File: src/glb_pkg.sv
// shared types and constants of the greedy line breaker
package glb_pkg;

   localparam int QUEUE_DEPTH = 4;
   localparam int QUEUE_PTR_BITS = $clog2(QUEUE_DEPTH);
   localparam int QUEUE_COUNT_BITS = $clog2(QUEUE_DEPTH + 1);
   localparam int LIMIT_BITS = 31;
   localparam int ADVANCE_BITS = 32;

   typedef struct packed {
      logic first;
      logic second;
   } queue_push_type;

endpackage

File: src/glb_result_queue.sv
// result queue taking up to two lines per cycle and handing out one
module glb_result_queue #(
   parameter int ENTRY_BITS = 33
) (
   input  logic                      clock,
   input  logic                      reset,
   input  glb_pkg::queue_push_type   push,
   input  logic [ENTRY_BITS-1:0]     push_data_first,
   input  logic [ENTRY_BITS-1:0]     push_data_second,
   output logic                      room,
   output logic                      out_valid,
   input  logic                      out_stall,
   output logic [ENTRY_BITS-1:0]     out_data
);
   import glb_pkg::*;

   logic [ENTRY_BITS-1:0]       entry_ff [QUEUE_DEPTH];
   logic [QUEUE_PTR_BITS-1:0]   wr_ptr_ff, wr_ptr_in;
   logic [QUEUE_PTR_BITS-1:0]   rd_ptr_ff, rd_ptr_in;
   logic [QUEUE_COUNT_BITS-1:0] count_ff, count_in;
   logic [QUEUE_PTR_BITS-1:0]   wr_next;
   logic                        pop;

   assign out_valid = (count_ff != '0);
   assign out_data  = entry_ff[rd_ptr_ff];
   assign pop       = out_valid && !out_stall;
   assign room      = (count_ff <= QUEUE_COUNT_BITS'(QUEUE_DEPTH - 2));
   assign wr_next   = wr_ptr_ff + QUEUE_PTR_BITS'(1);

   always_comb begin
      wr_ptr_in = wr_ptr_ff + QUEUE_PTR_BITS'(push.first) + QUEUE_PTR_BITS'(push.second);
      rd_ptr_in = rd_ptr_ff + QUEUE_PTR_BITS'(pop);
      count_in  = count_ff + QUEUE_COUNT_BITS'(push.first) + QUEUE_COUNT_BITS'(push.second)
                  - QUEUE_COUNT_BITS'(pop);
   end

   always_ff @(posedge clock) begin
      if (reset) begin
         wr_ptr_ff <= '0;
         rd_ptr_ff <= '0;
         count_ff  <= '0;
      end else begin
         wr_ptr_ff <= wr_ptr_in;
         rd_ptr_ff <= rd_ptr_in;
         count_ff  <= count_in;
      end
   end

   always_ff @(posedge clock) begin
      if (push.first) begin
         entry_ff[wr_ptr_ff] <= push_data_first;
      end
      if (push.second) begin
         entry_ff[wr_next] <= push_data_second;
      end
   end

endmodule

File: src/greedy_line_breaker.sv
// Greedy first-fit line breaker: one grapheme per item in, up to two lines per item out.
// Takes one item per cycle when the result side keeps up. An item is registered on
// acceptance and resolved against the line state once the result queue has room, so
// a line passes through the input register and the result queue. An item that closes
// two lines (an overflowing break followed by a mandatory break or end of text) hands
// its two lines to the result port in turn; a four-entry result queue absorbs this and
// stalls the input only when fewer than two entries are free. Width sums saturate at
// 2^WIDTH_BITS - 1; state clears after each end of text.
module greedy_line_breaker #(
   parameter int OFFSET_BITS = 16,
   parameter int WIDTH_BITS  = 48
) (
   input  logic                              clock,
   input  logic                              reset,
   input  logic                              csr_wr_en,
   input  logic [glb_pkg::LIMIT_BITS-1:0]    csr_wr_data,
   input  logic                              req_valid,
   output logic                              req_stall,
   input  logic [OFFSET_BITS-1:0]            req_grapheme_end,
   input  logic [glb_pkg::ADVANCE_BITS-1:0]  req_advance,
   input  logic                              req_break_after,
   input  logic                              req_mandatory,
   input  logic                              req_end_of_text,
   output logic                              rsp_valid,
   input  logic                              rsp_stall,
   output logic [OFFSET_BITS-1:0]            rsp_line_begin,
   output logic [OFFSET_BITS-1:0]            rsp_line_finish,
   output logic                              rsp_final_line
);
   import glb_pkg::*;

   localparam int ENTRY_BITS = 2 * OFFSET_BITS + 1;

   logic [LIMIT_BITS-1:0]   limit_ff;
   logic                    in_valid_ff;
   logic [OFFSET_BITS-1:0]  pos_ff;
   logic [ADVANCE_BITS-1:0] adv_ff;
   logic                    brk_ff, mand_ff, eot_ff;

   logic [OFFSET_BITS-1:0]  open_ff, open_in;
   logic [OFFSET_BITS-1:0]  last_ff, last_in;
   logic [WIDTH_BITS-1:0]   commit_ff, commit_in;
   logic [WIDTH_BITS-1:0]   pend_ff, pend_in;

   logic                    room, advance, accept;
   logic [WIDTH_BITS:0]     pend_raw, total_raw;
   logic [WIDTH_BITS-1:0]   pend_sum, total;
   logic                    is_break, overflow, closes;
   logic [OFFSET_BITS-1:0]  open_mid, close_begin;
   logic                    close_final;
   queue_push_type          push;
   logic [ENTRY_BITS-1:0]   data_first, data_second, data_out;

   assign advance   = in_valid_ff && room;
   assign req_stall = in_valid_ff && !room;
   assign accept    = req_valid && !req_stall;

   always_comb begin
      pend_raw  = {1'b0, pend_ff} + {1'b0, WIDTH_BITS'(adv_ff)};
      pend_sum  = pend_raw[WIDTH_BITS] ? '1 : pend_raw[WIDTH_BITS-1:0];
      total_raw = {1'b0, commit_ff} + {1'b0, pend_sum};
      total     = total_raw[WIDTH_BITS] ? '1 : total_raw[WIDTH_BITS-1:0];
      is_break  = brk_ff || mand_ff || eot_ff;
      overflow  = is_break && (last_ff > open_ff) && (total > WIDTH_BITS'(limit_ff));
      open_mid  = overflow ? last_ff : open_ff;
      closes    = is_break && (mand_ff || eot_ff);
      close_final = eot_ff;
      if (!mand_ff && !(open_mid < pos_ff)) begin
         close_begin = pos_ff;
      end else begin
         close_begin = open_mid;
      end

      open_in   = open_ff;
      last_in   = last_ff;
      commit_in = commit_ff;
      pend_in   = pend_ff;
      if (is_break) begin
         open_in   = open_mid;
         commit_in = overflow ? pend_sum : total;
         pend_in   = '0;
         last_in   = pos_ff;
         if (mand_ff) begin
            open_in   = pos_ff;
            commit_in = '0;
         end
         if (eot_ff) begin
            open_in   = '0;
            last_in   = '0;
            commit_in = '0;
         end
      end else begin
         pend_in = pend_sum;
      end

      // the overflow line always goes out ahead of the closing line
      push.first  = advance && (overflow || closes);
      push.second = advance && overflow && closes;
      data_first  = overflow ? {open_ff, last_ff, 1'b0}
                             : {close_begin, pos_ff, close_final};
      data_second = {close_begin, pos_ff, close_final};
   end

   always_ff @(posedge clock) begin
      if (reset) begin
         limit_ff    <= '1;
         in_valid_ff <= 1'b0;
         open_ff     <= '0;
         last_ff     <= '0;
         commit_ff   <= '0;
         pend_ff     <= '0;
      end else begin
         if (csr_wr_en) begin
            limit_ff <= csr_wr_data;
         end
         if (accept) begin
            in_valid_ff <= 1'b1;
         end else if (advance) begin
            in_valid_ff <= 1'b0;
         end
         if (advance) begin
            open_ff   <= open_in;
            last_ff   <= last_in;
            commit_ff <= commit_in;
            pend_ff   <= pend_in;
         end
      end
   end

   always_ff @(posedge clock) begin
      if (accept) begin
         pos_ff  <= req_grapheme_end;
         adv_ff  <= req_advance;
         brk_ff  <= req_break_after;
         mand_ff <= req_mandatory;
         eot_ff  <= req_end_of_text;
      end
   end

   glb_result_queue #(
      .ENTRY_BITS(ENTRY_BITS)
   ) u_queue (
      .clock           (clock),
      .reset           (reset),
      .push            (push),
      .push_data_first (data_first),
      .push_data_second(data_second),
      .room            (room),
      .out_valid       (rsp_valid),
      .out_stall       (rsp_stall),
      .out_data        (data_out)
   );

   assign rsp_line_begin  = data_out[ENTRY_BITS-1 -: OFFSET_BITS];
   assign rsp_line_finish = data_out[OFFSET_BITS:1];
   assign rsp_final_line  = data_out[0];

endmodule

File: config.mk
export PLATFORM = sky130hd
export DESIGN_NAME = greedy_line_breaker
export DESIGN_NICKNAME = d
export VERILOG_FILES = /design/src/glb_pkg.sv /design/src/glb_result_queue.sv /design/src/greedy_line_breaker.sv
export SDC_FILE = /design/constraint.sdc
export NUM_CORES = 1
export LEC_CHECK = 0
export ABC_AREA = 1
export BUFFER_PORTS_ARGS = -buffer_cell sky130_fd_sc_hd__buf_2
export CELL_PAD_IN_SITES_DETAIL_PLACEMENT = 0
export CELL_PAD_IN_SITES_GLOBAL_PLACEMENT = 2
export CORE_MARGIN = 2
export CORE_UTILIZATION = 33
export CTS_BUF_LIST = sky130_fd_sc_hd__clkbuf_16
export CTS_CLUSTER_DIAMETER = 60
export DETAILED_ROUTE_END_ITERATION = 6
export PLACE_DENSITY = 0.87
export SLEW_MARGIN = 0
export SYNTH_ARGS = -nofsm -noshare
export SYNTH_HDL_FRONTEND = slang
export SYNTH_SLANG_ARGS = --single-unit
File: constraint.sdc
create_clock -name clock -period 9.4 [get_ports clock]
set_clock_uncertainty 0.1 [all_clocks]
set_input_delay 1.41 -clock clock [delete_from_list [all_inputs] [get_ports clock]]
set_output_delay 1.41 -clock clock [all_outputs]
set_load 0.01 [all_outputs]
==> results.rst <==
.. list-table::
   :header-rows: 1

   * - Metric
     - Value
   * - Clock buffers created by TritonCTS
     - 49
   * - Area used by multi-input combinational logic
     - 0.0122 mm²
   * - Slew at the pin closest to its max-slew limit
     - 1.07 ns
   * - Total wire length after detailed routing
     - 80800 µm
   * - Final weighted congestion in routability-driven placement
     - 0.916
   * - Synth-to-layout area growth
     - 15.6%
   * - Vias in the first global route
     - 20700
   * - Detailed placement HPWL
     - 60000 µm
   * - Clock latency on the worst-skew pair
     - 0.62 ns
   * - Maximum net fanout on the critical path
     - 32
   * - Remaining max-slew budget at the tightest pin
     - 28.7%
   * - Routed via count
     - 21600
   * - Antenna violations before repair
     - 1
   * - Finish-stage setup viols
     - 0
   * - Total number of yosys warnings
     - 0
   * - Count of cell types in the netlist
     - 51
   * - Vias per std cell
     - 4.99
   * - Worst-path clk slew
     - 0.06 ns
   * - I/O pin count
     - 122
   * - Max Cap Violations
     - 0
   * - Setup repair after global routing missed its margin
     - no
   * - Number of fillers in the final layout
     - 7364
   * - Maximum root-to-sink buffer count
     - 3
   * - # nets final
     - 3600
   * - Endpoint class of the critical path
     - flip-flop
   * - Signal arrival time at the worst endpoint
     - 9.04 ns
   * - Count of antenna diodes in the layout
     - 0
   * - Cell area after placement
     - 0.0249 mm²
   * - TritonCTS clock tree
     - built
   * - Netlist area before placement
     - 0.0230 mm²
   * - Vertical die dimension
     - 268 µm
   * - Fraction of layout cells with a size suffix above 1
     - 10.3%
   * - Final slew viol count
     - 0
   * - Path class of the lowest-slack min-delay path
     - reg -> reg
   * - Run status
     - finished clean
   * - Static Leak
     - 11.9 nW
   * - Highest cell delay on the worst timing path
     - 0.40 ns
   * - Level count of the clock H-tree
     - 2
   * - Highest-count cells in the layout ignoring fill and taps
     - nand2_1, inv_1, nor2_1
   * - Detail-routed net length per standard cell
     - 18.6 µm
   * - Global-route usage over all layers
     - 22.2%
   * - Classification of the worst setup path
     - reg -> reg
   * - Startpoint class of the critical path
     - flip-flop
   * - Cell with the biggest individual delay on the critical path
     - fa_1
   * - Final critical path time including I/O delays and setup
     - 8.81 ns
   * - Number of flops mapped to enable cells by yosys
     - 183
   * - Smallest hold slack
     - 0.364 ns
   * - Critical register-to-register path startpoint
     - adv_ff[5]
   * - Overflow after GRT
     - 0
   * - Most common cell type on the critical path
     - nand2_1
   * - Cell at the root of the clock tree
     - clkbuf_16
   * - Initial standard-cell utilization of the core
     - 33.5%
   * - Syn nets
     - 3479
   * - #FFs+latches synth
     - 350
   * - Sequential area share after synthesis
     - 38.4%
   * - Area occupied by registers
     - 0.00884 mm²
   * - Period utilisation layout
     - 93.7%
   * - Crit path required time
     - 9.63 ns
   * - Die Area
     - 0.0720 mm²
   * - Final Cell Area
     - 0.0266 mm²
   * - I/O Buffers
     - 121
   * - Power per cell area
     - 228 mW/mm²
   * - Hold-fix buffers at CTS
     - 0
   * - Area of the core region
     - 0.0688 mm²
   * - Worst voltage drop across the vdd grid
     - 0.143 mV
   * - Number of DRC markers in iteration 0
     - 1787
   * - Mean instance size in the synthesized netlist
     - 7.11 µm²
   * - Pin count of the biggest net entering global routing
     - 89
   * - Number of placement rows
     - 96
   * - Width of the die
     - 268 µm
   * - DRC Markers
     - 0
   * - Number of nets with antenna violations after detailed routing
     - 0
   * - Most instantiated flip-flop cell in the synthesis netlist
     - edfxtp_1
   * - Max Clk Rate
     - 113 MHz
   * - Fraction of registers with async set or reset after synthesis
     - 0%
   * - Number of hold violations in the final report
     - 0
   * - Critical hold path startpoint
     - open_ff[11]
   * - Global-route wire length before repair
     - 122000 µm
   * - Gate count after technology mapping
     - 3242
   * - Beginning of the critical path
     - adv_ff[5]
   * - Length of the first detailed-routing pass in iterations
     - 5
   * - Share of the core filled with cells
     - 38.7%
   * - Number of clock sinks
     - 350
   * - Commonest non-fill, non-tap cell in the layout
     - nand2_1
[stage by stage]
step	setup TNS [ns]	power, W	std cells	setup WS, ns
4_1_cts	0	0.00611	4329	0.125
3_5_place_dp	-4.99	0.00425	4238	-0.132
6_report	0	0.00608	4334	0.589
3_3_place_gp	-4.45	0.00424	4238	-0.109
5_1_grt	0	0.00648	4334	0.00919
2_1_floorplan	0	0.00344	3242	0.369
[power breakdown]
part	switching (W)	total, W	internal [W]
clock network	0.000755	0.00185	0.00109
registers	0.0000647	0.00192	0.00185
logic	0.00164	0.00232	0.000676
[critical path: cells and delay by family (launching register included)]
family	cells	cell delay (ns)
adders and majority gates	5	1.56
xor gates and xnor gates	1	0.14
DFF	1	0.38
and+or+nand+nor	19	2.37
AOI/OAI and AO/OA	16	2.72
buffers and inverters	9	1.21
[synth_stat cells, types with 24 or more instances]
master    number  area, µm²
nand2_1      857       3220
inv_1        411       1540
nor2_1       283       1060
a21oi_1      265       1330
o21ai_0      237       1190
nand3_1      184        921
edfxtp_1     183       5500
dfxtp_1      167       3340
ha_1         145       1810
clkbuf_1     108        405
o21ai_1       54        270
o22ai_1       49        307
o211ai_1      48        360
xor2_1        38        333
nand4_1       31        194
nor3_1        24        120
[flip-flops by register name, indices dropped and copies added (netlist names)]
name / count
in_valid_ff: 1
limit_ff: 31
u_queue.wr_ptr_ff: 2
open_ff: 16
adv_ff: 32
u_queue.rd_ptr_ff: 2
close_final: 1
pos_ff: 16
brk_ff: 1
u_queue.entry_ff: 132
last_ff: 16
commit_ff: 48
u_queue.count_ff: 3
pend_ff: 48
mand_ff: 1
[cell type report]
cell class	count	area share, %
multi-input cells	2330	45.6
flip-flops and latches	350	33.2
inverters	433	6.15
repair buffers	199	4.65
clock buffers	49	4.60
well taps	931	4.37
clock inverters	42	1.40
[layer usage]
layer / GRT usage [%] / vias up / part of all wire, %
met5: 0 / - / 0
met4: 9.17 / 0 / 4.2
met3: 3.16 / 145 / 5.8
met2: 35.9 / 610 / 45
met1: 29.7 / 9906 / 45
li1: - / 11000 / -
[final timing paths]
check | slack [ns] | end | cells past startpoint
worst max-delay path | 0.59 | u_queue.entry_ff[2][18] | 50
worst min-delay path | 0.36 | open_ff[11] | 2
worst max register to register | 0.59 | u_queue.entry_ff[2][18] | 50
worst min register to register | 0.36 | open_ff[11] | 2
[what timing repair did]
action	in CTS	in global routing
pin swaps	0	1
cloned	0	1
resized for setup	6	25
buffers inserted	0	4
endpoints found under the setup margin	64	145
[cell families after synthesis]
kind of cell | Yosys count | share of synthesized area (%)
AND/OR/NAND/NOR | 1426 | 25.4
AO/OA/AOI/OAI | 696 | 16.4
buffers and inverters | 563 | 9.38
flip-flops | 350 | 38.4
adder cells (fa/ha/maj) | 150 | 8.31
XOR/XNOR | 57 | 2.17
Power figures use the tool's default switching activity.
